<file path="src/design/mbc_pkg.sv">
package mbc_pkg;

  localparam int ROUNDS    = 32;
  localparam int KEY_WORDS = 4;
  localparam int ADDR_W    = 5;
  localparam int IDX_W     = 2;

  // register indexes, byte address is 8 * index
  typedef enum logic [IDX_W-1:0] {
    REG_KEY_WORD_0 = 2'd0,
    REG_KEY_WORD_1 = 2'd1,
    REG_KEY_WORD_2 = 2'd2,
    REG_KEY_WORD_3 = 2'd3
  } reg_idx_t;

  typedef enum logic {
    CMD_ENCRYPT = 1'b0,
    CMD_DECRYPT = 1'b1
  } cmd_t;

  typedef struct packed {
    logic        valid;
    logic        dec;
    logic [31:0] left;
    logic [31:0] right;
  } stage_t;

  localparam logic [3:0] SBOX [8][16] = '{
    '{4'hC, 4'h4, 4'h6, 4'h2, 4'hA, 4'h5, 4'hB, 4'h9,
      4'hE, 4'h8, 4'hD, 4'h7, 4'h0, 4'h3, 4'hF, 4'h1},
    '{4'h6, 4'h8, 4'h2, 4'h3, 4'h9, 4'hA, 4'h5, 4'hC,
      4'h1, 4'hE, 4'h4, 4'h7, 4'hB, 4'hD, 4'h0, 4'hF},
    '{4'hB, 4'h3, 4'h5, 4'h8, 4'h2, 4'hF, 4'hA, 4'hD,
      4'hE, 4'h1, 4'h7, 4'h4, 4'hC, 4'h9, 4'h6, 4'h0},
    '{4'hC, 4'h8, 4'h2, 4'h1, 4'hD, 4'h4, 4'hF, 4'h6,
      4'h7, 4'h0, 4'hA, 4'h5, 4'h3, 4'hE, 4'h9, 4'hB},
    '{4'h7, 4'hF, 4'h5, 4'hA, 4'h8, 4'h1, 4'h6, 4'hD,
      4'h0, 4'h9, 4'h3, 4'hE, 4'hB, 4'h4, 4'h2, 4'hC},
    '{4'h5, 4'hD, 4'hF, 4'h6, 4'h9, 4'h2, 4'hC, 4'hA,
      4'hB, 4'h7, 4'h8, 4'h1, 4'h4, 4'h3, 4'hE, 4'h0},
    '{4'h8, 4'hE, 4'h2, 4'h5, 4'h6, 4'h9, 4'h1, 4'hC,
      4'hF, 4'h4, 4'hB, 4'h0, 4'hD, 4'hA, 4'h3, 4'h7},
    '{4'h1, 4'h7, 4'hE, 4'hD, 4'h0, 4'h5, 4'h8, 4'h3,
      4'h4, 4'hF, 4'hA, 4'h6, 4'h9, 4'hC, 4'hB, 4'h2}
  };

  // round key number for schedule position pos
  function automatic logic [2:0] sched_index(input int pos);
    logic [2:0] low;
    low = pos[2:0];
    if (pos < 24) return low;
    return 3'd7 - low;
  endfunction

  function automatic logic [31:0] round_fn(input logic [31:0] half, input logic [31:0] k);
    logic [31:0] x;
    logic [31:0] y;
    x = half + k;
    for (int n = 0; n < 8; n++) begin
      y[4*n +: 4] = SBOX[n][x[4*n +: 4]];
    end
    return {y[20:0], y[31:21]};
  endfunction

endpackage

</file>
<file path="src/design/mbc_round.sv">
module mbc_round (
  input  logic            clk,
  input  logic            rst,
  input  logic            en,
  input  logic [31:0]     key,
  input  mbc_pkg::stage_t stage_in,
  output mbc_pkg::stage_t stage_out
);
  import mbc_pkg::*;

  logic [31:0] nl;

  assign nl = stage_in.left ^ round_fn(stage_in.right, key);

  // halves always swap here, the final unswap is done at the output
  always_ff @(posedge clk) begin
    if (rst) begin
      stage_out.valid <= 1'b0;
    end else if (en) begin
      stage_out.valid <= stage_in.valid;
    end
    if (en) begin
      stage_out.dec   <= stage_in.dec;
      stage_out.left  <= stage_in.right;
      stage_out.right <= nl;
    end
  end

endmodule

</file>
<file path="config.mk">
export PLATFORM = sky130hd
export DESIGN_NAME = mbc_round
export DESIGN_NICKNAME = d
export VERILOG_FILES = /design/src/design/mbc_pkg.sv /design/src/design/mbc_round.sv
export SDC_FILE = /design/constraint.sdc
export NUM_CORES = 1
export LEC_CHECK = 0
export ABC_AREA = 1
export BUFFER_PORTS_ARGS = -buffer_cell sky130_fd_sc_hd__buf_4
export CAP_MARGIN = 15
export CORE_UTILIZATION = 30
export DETAILED_ROUTE_END_ITERATION = 6
export SLEW_MARGIN = 20
export SYNTH_ARGS = -nofsm -noshare
export SYNTH_HDL_FRONTEND = slang
export SYNTH_SLANG_ARGS = --single-unit
</file>
<file path="constraint.sdc">
create_clock -name clk -period 4.6 [get_ports clk]
set_clock_uncertainty 0.15 [all_clocks]
set_input_delay 1.38 -clock clk [delete_from_list [all_inputs] [get_ports clk]]
set_output_delay 1.38 -clock clk [all_outputs]
set_load 0.05 [all_outputs]
</file>
==> impl_metrics.csv, run 1 <==
group,metric,value,unit
setup_path,critPathKind,"primary input to flop",
synthesis,yosysSeqAreaShare,0.316,
timing,slew_headroom,0.394,
final_layout,regMostFlops,"stage_out",
floorplan,die_w,146,um
routing,drcViolationCount,0,
floorplan,fp.dieH,146,um
clock_network,cts_resized,0,
routing,routed_wl,16100,um
clock_network,h-tree-depth,3,
final_layout,syn_to_final_growth,30.1,%
timing,final-setup-viol-count,0,
hold_path,hp-class,"flop to flop",
final_layout,largest_registers,"stage_out (66)",
synthesis,synth_area,6240,um^2
setup_path,cp.required,4.55,ns
floorplan,initial_core_util,0.308,
floorplan,coreArea,20300,um^2
synthesis,ys_top_cells_by_count,"nand2_1 (312), inv_1 (137), ha_1 (68), edfxtp_1 (65), nor2_1 (53)",
synthesis,synthSimpleGateAreaFrac,0.319,
synthesis,synth_fp_nets,1034,
timing,slew_viol_final,0,
synthesis,synthMuxAreaShare,0.00160,
final_layout,layout.nets,1211,
global_routing,grt_use_total,0.155,
floorplan,die_area,21400,um^2
setup_path,end_kind,"flop",
run,cap_violations,0,
run_status,status,"finished clean",
floorplan,io_pins,167,
timing,finalCritPeriodShare,0.859,
clock_network,clock_path_buffers,2,
final_layout,drive_gt1_frac,0.233,
final_layout,stdcell_area,8130,um^2
setup_path,cp_cell_sequence,"buf_4, ha_1, inv_1, fa_1, inv_1, nand3_1, nand2_2, nand2_1, nand2_2, nand2_1, nand2_2, nand2_1, nand2_1, nand2_1, nand2_1, ha_1, or2_1, nand3_1, nand2_1, nand2_1, nand2_1",
setup_path,arrival,3.90,ns
routing,ant_nets,0,
global_routing,first_global_vias,5507,
clock_network,clk_pin_slew,0.05,ns
synthesis,synth_compound_area_frac,0.0745,
power_and_ir_drop,power_leakage,4.28,nW
clock_network,cts_tree,"built",
synthesis,ys.flop_type,"edfxtp_1",
synthesis,synth.area.top_cells,"edfxtp_1 (31%), nand2_1 (19%), ha_1 (14%), inv_1 (8.2%), nand3_1 (3.4%)",
synthesis,syn_inst,864,
clock_network,post_cts_buffers,0,
timing,tightest_slew,0.909,ns
global_routing,grt_overflow,0,
synthesis,synth_xor_area_frac,0.0593,
setup_path,r2r_slack,3.86,ns
final_layout,final_util,0.400,
synthesis,synth.largest_area_cell,"edfxtp_1",
routing,vias,5706,
synthesis,syn_avg_cell_area,7.23,um^2
timing,fin_ws,0.648,ns
global_routing,grt_max_degree,67,
placement,hpwl,13200,um
placement,io_buffers,166,
synthesis,synth_top_area_share,0.313,
timing,max_freq,253,MHz
clock_network,root_buffer,"clkbuf_16",
synthesis,ys_async_sr_fraction,0,
setup_path,cp_slowest_cell,"fa_1",
routing,wire_per_inst,12.3,um
global_routing,grt_antenna_before_repair,0,
timing,fin_crit,3.95,ns
timing,rsz0062_at_grt,"no",
final_layout,antenna_cells,0,
synthesis,synth_edf_count,65,
timing,hold_violations,0,
power_and_ir_drop,power_density,365,nW/um^2
synthesis,yosysMostFrequentCell,"nand2_1",
timing,tns,0,ns
setup_path,cp-start-kind,"primary input",
setup_path,slowest_delay,0.40,ns
clock_network,hold_buffers,0,
placement,placed_area,7830,um^2
placement,place_ws,0.282,ns
synthesis,ys_warn_count,0,
clock_network,numCtsBuffers,9,
power_and_ir_drop,vdd_drop_max,0.177,mV
routing,viasPerCell,4.34,
routing,first_iter_violations,315,
global_routing,grt_pass1_wl,26200,um
synthesis,synthAdderAreaFrac,0.139,
synthesis,ys_ff_latch,66,
clock_network,worstSkewPairLatency,0.34,ns
synthesis,synth_top_family_by_area,"simple AND/OR/NAND/NOR gates",
clock_network,cts.sinks,66,
synthesis,synth.distinct_cells,38,
setup_path,cp_common_cell,"nand2_1",
final_layout,final_cells,1316,
floorplan,rows,52,
placement,gp_congestion,0.868,
placement,place_inst,1300,
setup_path,worst-path-max-fanout,5,
routing,dr.pass1.iters,5,
final_layout,largest_reg_flops,66,
==> per-stage QoR <==
step                hold slack [ns]  power [mW]
floorplan                     0.583        1.88
global placement              0.338        2.25
detailed placement            0.344        2.26
CTS                           0.360        3.00
global route                  0.392        3.17
finish                        0.354        2.97
==> final cells by class <==
class                      count  area [um^2]
fill                        2160        12200
multi-input combinational    649         3710
sequential                    66         1970
timing repair buffer         167         1250
inverter                     148          556
tap                          270          338
clock buffer                  14          264
clock inverter                 2         37.5
==> layer usage <==
metal  vias up  GRT usage  routed length [um]
met4         0     0.0552                 254
met1      2480      0.207                7820
met3        16     0.0284                 820
met2       121      0.249                7240
met5         -          0                   0
li1       3089          -                   -
==> path summary, 6_finish.rpt <==
check | cells past startpoint | endpoint | from
setup / recovery | 21 | stage_out[8]$_DFFE_PP_ | stage_in[0]
hold reg to reg | 2 | stage_out[65]$_SDFFE_PP0P_ | stage_out[65]$_SDFFE_PP0P_
setup reg to reg | 2 | stage_out[65]$_SDFFE_PP0P_ | stage_out[65]$_SDFFE_PP0P_
hold / removal | 2 | stage_out[65]$_SDFFE_PP0P_ | stage_out[65]$_SDFFE_PP0P_
==> critical path: cells and delay by family <==
kind	cells	cell delay, ns
AND/OR/NAND/NOR	15	1.44
buffers and inverters	3	0.26
adder cells (fa/ha/maj)	3	0.84
==> cells by family (layout without fill, tap and decap cells) <==
group / count (synthesis) / in the layout
compound gates: 79 / 79
xor+xnor: 35 / 35
fa+ha+maj: 69 / 69
buf+inv: 149 / 331
flops: 66 / 66
mux: 1 / 1
simple gates: 465 / 465
==> cells in the final DEF, fill, tap and decap left out, drive strengths merged, types with 2 or more instances in the layout <==
master and instances:
nand2 341, buf 167, inv 148, ha 68, edfxtp 65, nor2 57, nand3 48, o21ai 31
a21oi 24, xor2 22, clkbuf 14, xnor2 13, o211ai 12, nand3b 10, o22ai 5, o21bai 4
nor3 3, nand4 2, or2 2
==> where the power goes <==
| part | switching, mW | internal [mW] |
|---|---|---|
| combinational | 0.948 | 0.483 |
| sequential | 0.0248 | 0.791 |
| clock | 0.271 | 0.450 |
No activity file was read; power rests on OpenSTA's default activity.
==> run 2: changes to the inputs <==
--- a/config.mk
+++ b/config.mk
@@ -8,9 +8,10 @@
 export ABC_AREA = 1
 export BUFFER_PORTS_ARGS = -buffer_cell sky130_fd_sc_hd__buf_4
 export CAP_MARGIN = 15
-export CORE_UTILIZATION = 30
+export CORE_UTILIZATION = 54
 export DETAILED_ROUTE_END_ITERATION = 6
-export SLEW_MARGIN = 20
+export PLACE_DENSITY = 0.82
+export SLEW_MARGIN = 10
 export SYNTH_ARGS = -nofsm -noshare
 export SYNTH_HDL_FRONTEND = slang
 export SYNTH_SLANG_ARGS = --single-unit
==> constraint.sdc (replaced) <==
create_clock -name clk -period 4.6 [get_ports clk]
set_clock_uncertainty 0.15 [all_clocks]
set_input_delay 1.38 -clock clk [delete_from_list [all_inputs] [get_ports clk]]
set_output_delay 1.38 -clock clk [all_outputs]
set_load 0.02 [all_outputs]
==> impl_metrics.csv, run 2 (same netlist as run 1, synthesis figures left out) <==
group,metric,value,unit
run_status,status,"finished clean",
setup_path,cp-start-kind,"primary input",
clock_network,clk_pin_slew,0.06,ns
floorplan,fp.dieH,110,um
routing,first_iter_violations,256,
placement,io_buffers,166,
setup_path,cp.required,4.54,ns
timing,slew_viol_final,0,
clock_network,cts_resized,0,
routing,routed_wl,14500,um
final_layout,regMostFlops,"stage_out",
run,cap_violations,0,
final_layout,drive_gt1_frac,0.234,
floorplan,die_w,110,um
routing,vias,5894,
floorplan,rows,38,
timing,rsz0062_at_grt,"no",
floorplan,die_area,12000,um^2
routing,ant_nets,0,
clock_network,numCtsBuffers,9,
clock_network,root_buffer,"clkbuf_16",
routing,viasPerCell,4.97,
routing,wire_per_inst,12.3,um
timing,fin_ws,0.565,ns
clock_network,h-tree-depth,3,
routing,drcViolationCount,0,
floorplan,initial_core_util,0.566,
clock_network,post_cts_buffers,0,
timing,tightest_slew,0.844,ns
global_routing,first_global_vias,5432,
timing,hold_violations,0,
global_routing,grt_overflow,0,
clock_network,cts.sinks,66,
final_layout,largest_reg_flops,66,
timing,max_freq,248,MHz
timing,fin_crit,4.04,ns
final_layout,fill_cells,957,
setup_path,critPathKind,"primary input to flop",
clock_network,worstSkewPairLatency,0.32,ns
power_and_ir_drop,power_leakage,4.29,nW
final_layout,final_cell_mix,"nand2_1 (312), buf_4 (167), inv_1 (137)",
placement,gp_congestion,0.934,
power_and_ir_drop,vdd_drop_max,0.224,mV
clock_network,clock_path_buffers,2,
global_routing,grt_use_total,0.252,
global_routing,grt_antenna_before_repair,0,
timing,final-setup-viol-count,0,
setup_path,end_kind,"flop",
final_layout,largest_registers,"stage_out (66)",
final_layout,syn_to_final_growth,27.7,%
setup_path,arrival,3.97,ns
global_routing,grt_max_degree,67,
setup_path,worst-path-max-fanout,6,
placement,place_ws,0.221,ns
final_layout,layout.nets,1211,
hold_path,hp-class,"flop to flop",
clock_network,hold_buffers,0,
power_and_ir_drop,power_density,347,nW/um^2
final_layout,antenna_cells,0,
global_routing,grt_pass1_wl,23700,um
timing,finalCritPeriodShare,0.877,
floorplan,io_pins,167,
clock_network,cts_tree,"built",
timing,tns,0,ns
final_layout,final_common_cell,"nand2_1",
routing,dr.pass1.iters,5,
placement,hpwl,11500,um
floorplan,coreArea,11000,um^2
timing,slew_headroom,0.437,
## run 2: cell count changes in the layout (fill, tap and decap cells not counted), sizes merged
cell    previous run  this run
clkbuf            14        10
clkinv             0         3
bufinv             1         2
## run 2: path summary, 6_finish.rpt
| kind | startpoint | end | slack, ns | depth (start not counted) |
|---|---|---|---|---|
| min | stage_out[65]$_SDFFE_PP0P_ | stage_out[65]$_SDFFE_PP0P_ | 0.37 | 2 |
| min reg2reg | stage_out[65]$_SDFFE_PP0P_ | stage_out[65]$_SDFFE_PP0P_ | 0.37 | 2 |
| max | stage_in[0] | stage_out[24]$_DFFE_PP_ | 0.56 | 19 |
| max reg2reg | stage_out[65]$_SDFFE_PP0P_ | stage_out[65]$_SDFFE_PP0P_ | 3.85 | 2 |
## run 2: cell type report
cell class / instances / area (um^2) / share of cell area
tap: 140 / 175 / 0.0220
timing repair buffer: 167 / 1250 / 0.157
sequential: 66 / 1970 / 0.247
multi-input combinational: 649 / 3710 / 0.465
clock inverter: 6 / 81.3 / 0.0102
clock buffer: 10 / 229 / 0.0287
inverter: 148 / 556 / 0.0697
## run 2: stage by stage
step                utilization  cell area [um^2]  power [mW]  hold slack [ns]  cells
floorplan                     -              6240        1.66            0.429    864
global placement          0.695              7660        2.01            0.343   1170
detailed placement        0.695              7660        2.03            0.364   1170
CTS                       0.723              7970        2.78            0.376   1186
global route              0.723              7970        2.96            0.435   1186
finish                    0.723              7970        2.77            0.366   1186
## run 2: routing by layer
layer	part of all wire	vias to the layer above	GRT usage	wire length, um
li1	-	3087	-	-
met1	0.46	2611	0.330	6700
met2	0.46	181	0.425	6670
met3	0.066	15	0.0468	955
met4	0.014	0	0.0705	207
met5	0	-	0	0
## run 2: where the power goes
part | leakage, nW | switching [mW] | internal (mW) | total, mW
Clock | 0.150 | 0.263 | 0.471 | 0.734
Sequential | 0.644 | 0.0247 | 0.791 | 0.815
Combinational | 3.49 | 0.736 | 0.480 | 1.22
Total | 4.29 | 1.02 | 1.74 | 2.77
## run 2: critical path, cell delays in order
cell	delay (ns)
buf_4	0.09
ha_1	0.18
inv_1	0.07
fa_1	0.41
inv_1	0.09
nand3_1	0.08
nand2_2	0.11
nand2_1	0.07
nand2_2	0.09
nand2_1	0.07
nand2_2	0.13
xor2_2	0.27
inv_1	0.13
ha_1	0.19
or2_2	0.31
o211ai_2	0.16
nand2_1	0.07
nand2_1	0.06
nand2_1	0.04
==> run 3: changes to the inputs <==
--- a/config.mk
+++ b/config.mk
@@ -8,9 +8,11 @@
 export ABC_AREA = 1
 export BUFFER_PORTS_ARGS = -buffer_cell sky130_fd_sc_hd__buf_4
 export CAP_MARGIN = 15
-export CORE_UTILIZATION = 54
+export CELL_PAD_IN_SITES_DETAIL_PLACEMENT = 0
+export CELL_PAD_IN_SITES_GLOBAL_PLACEMENT = 1
+export CORE_UTILIZATION = 38
 export DETAILED_ROUTE_END_ITERATION = 6
-export PLACE_DENSITY = 0.82
+export PLACE_DENSITY_LB_ADDON = 0.1
 export SLEW_MARGIN = 10
 export SYNTH_ARGS = -nofsm -noshare
 export SYNTH_HDL_FRONTEND = slang
==> impl_metrics.csv, run 3 (same netlist as run 1, synthesis figures left out) <==
group,metric,value,unit
final_layout,final_cell_mix,"nand2_1 (312), buf_4 (169), inv_1 (137)",
clock_network,root_buffer,"clkbuf_16",
clock_network,post_cts_buffers,0,
placement,io_buffers,166,
setup_path,worst_r2r_path_depth,2,
clock_network,cts.sinks,66,
final_layout,syn_to_final_growth,29.6,%
power_and_ir_drop,vdd_drop_max,0.191,mV
setup_path,r2r_slack,3.87,ns
timing,hold_violations,0,
setup_path,arrival,3.93,ns
hold_path,whs_endpoint,"stage_out[65]$_SDFFE_PP0P_",
hold_path,min_path_cells,2,
global_routing,grt_max_degree,67,
timing,final-setup-viol-count,0,
setup_path,rr_startpoint,"stage_out[65]$_SDFFE_PP0P_",
timing,max_freq,251,MHz
timing,finalCritPeriodShare,0.864,
placement,place_inst,1248,
setup_path,cp-start-kind,"primary input",
clock_network,cts_tree,"built",
timing,tightest_slew,0.866,ns
final_layout,drive_gt1_frac,0.238,
routing,drcViolationCount,0,
setup_path,worst-path-max-fanout,5,
routing,viasPerCell,4.51,
final_layout,layout.nets,1213,
clock_network,h-tree-depth,3,
global_routing,grt_use_total,0.190,
floorplan,io_pins,167,
floorplan,fp.dieH,130,um
hold_path,hp-class,"flop to flop",
timing,slew_viol_final,0,
final_layout,largest_reg_flops,66,
global_routing,grt_pass1_wl,25000,um
floorplan,rows,46,
floorplan,initial_core_util,0.392,
clock_network,worstSkewPairLatency,0.35,ns
placement,gp_congestion,0.834,
routing,first_iter_violations,269,
final_layout,fill_cells,1639,
timing,tns,0,ns
run_status,status,"finished clean",
routing,wire_per_inst,12.4,um
placement,hpwl,12700,um
setup_path,timing.rr.end,"stage_out[65]$_SDFFE_PP0P_",
final_layout,final_util,0.508,
clock_network,numCtsBuffers,9,
floorplan,die_w,130,um
global_routing,grt_antenna_before_repair,0,
clock_network,cts_resized,0,
timing,rsz0062_at_grt,"no",
setup_path,critPathKind,"primary input to flop",
hold_path,hp-start,"stage_out[65]$_SDFFE_PP0P_",
final_layout,final_cells,1264,
final_layout,final_common_cell,"nand2_1",
clock_network,hold_buffers,0,
routing,dr.pass1.iters,6,
clock_network,clk_pin_slew,0.06,ns
floorplan,die_area,17000,um^2
floorplan,coreArea,15900,um^2
power_and_ir_drop,power_leakage,4.30,nW
global_routing,first_global_vias,5363,
final_layout,largest_registers,"stage_out (66)",
power_and_ir_drop,power_density,345,nW/um^2
power_and_ir_drop,power.total,2.80,mW
timing,slew_headroom,0.423,
clock_network,clock_path_buffers,2,
setup_path,end_kind,"flop",
routing,ant_nets,0,
timing,fin_ws,0.624,ns
global_routing,grt_overflow,0,
final_layout,regMostFlops,"stage_out",
placement,place_ws,0.248,ns
routing,vias,5703,
routing,routed_wl,15600,um
final_layout,antenna_cells,0,
run,cap_violations,0,
timing,fin_crit,3.98,ns
setup_path,cp.required,4.55,ns
==> run 3: cell types whose count changed in the layout (fill, tap and decap cells not counted) <==
cell / previous run / this run
clkinvlp_4: 1 / 2
clkbuf_1: 1 / 0
buf_4: 167 / 169
clkinv_4: 0 / 1
clkinv_1: 1 / 0
==> run 3: area by class of cell <==
| class | instances | area (um^2) | area share |
|---|---|---|---|
| Multi-Input combinational cell | 649 | 3710 | 0.458 |
| Sequential cell | 66 | 1970 | 0.244 |
| Timing Repair Buffer | 169 | 1270 | 0.157 |
| Inverter | 148 | 556 | 0.0687 |
| Tap cell | 216 | 270 | 0.0334 |
| Clock buffer | 9 | 225 | 0.0278 |
| Clock inverter | 7 | 93.8 | 0.0116 |
==> run 3: metal layers <==
layer,wire (um),up-vias,share of wire,track usage
li1,-,3092,-,-
met4,130,0,0.0083,0.0472
met3,662,7,0.042,0.0373
met5,0,-,0,0
met1,7940,2493,0.51,0.261
met2,6900,111,0.44,0.306
==> run 3: worst max-delay path by stage <==
stage	slack (ns)	cells past startpoint	to	startpoint
floorplan	0.59	18	stage_out[24]$_DFFE_PP_	key[0]
global route	0.32	23	stage_out[7]$_DFFE_PP_	stage_in[0]
finish	0.62	21	stage_out[10]$_DFFE_PP_	key[0]
CTS	0.63	21	stage_out[10]$_DFFE_PP_	key[0]
global placement	0.35	21	stage_out[10]$_DFFE_PP_	stage_in[0]
detailed placement	0.25	21	stage_out[10]$_DFFE_PP_	key[0]
==> run 3: through the flow <==
step,cell area (um^2),hold WS [ns]
2_1_floorplan,6240,0.429
3_3_place_gp,7770,0.330
3_5_place_dp,7770,0.347
4_1_cts,8090,0.365
5_1_grt,8090,0.390
6_report,8090,0.354
==> run 3: where the power goes <==
part	total (mW)	internal, mW	leakage, nW	switching, mW
clock network	0.754	0.473	0.151	0.280
registers	0.815	0.791	0.644	0.0244
logic	1.23	0.484	3.50	0.743
==> run 3: critical path: stages <==
cell and delay (ns):
buf_4 0.08, ha_1 0.19, inv_1 0.06, fa_1 0.39, inv_1 0.10, nand3_1 0.08, nand2_2 0.11, nand2_1 0.07
nand2_2 0.10, nand2_1 0.07, nand2_2 0.15, nand2_1 0.09, nand2_1 0.07, nand2_1 0.05, nand2_1 0.16, ha_1 0.26
or2_1 0.24, nand2_1 0.07, nand2_1 0.07, nand3b_1 0.08, nand2_1 0.06
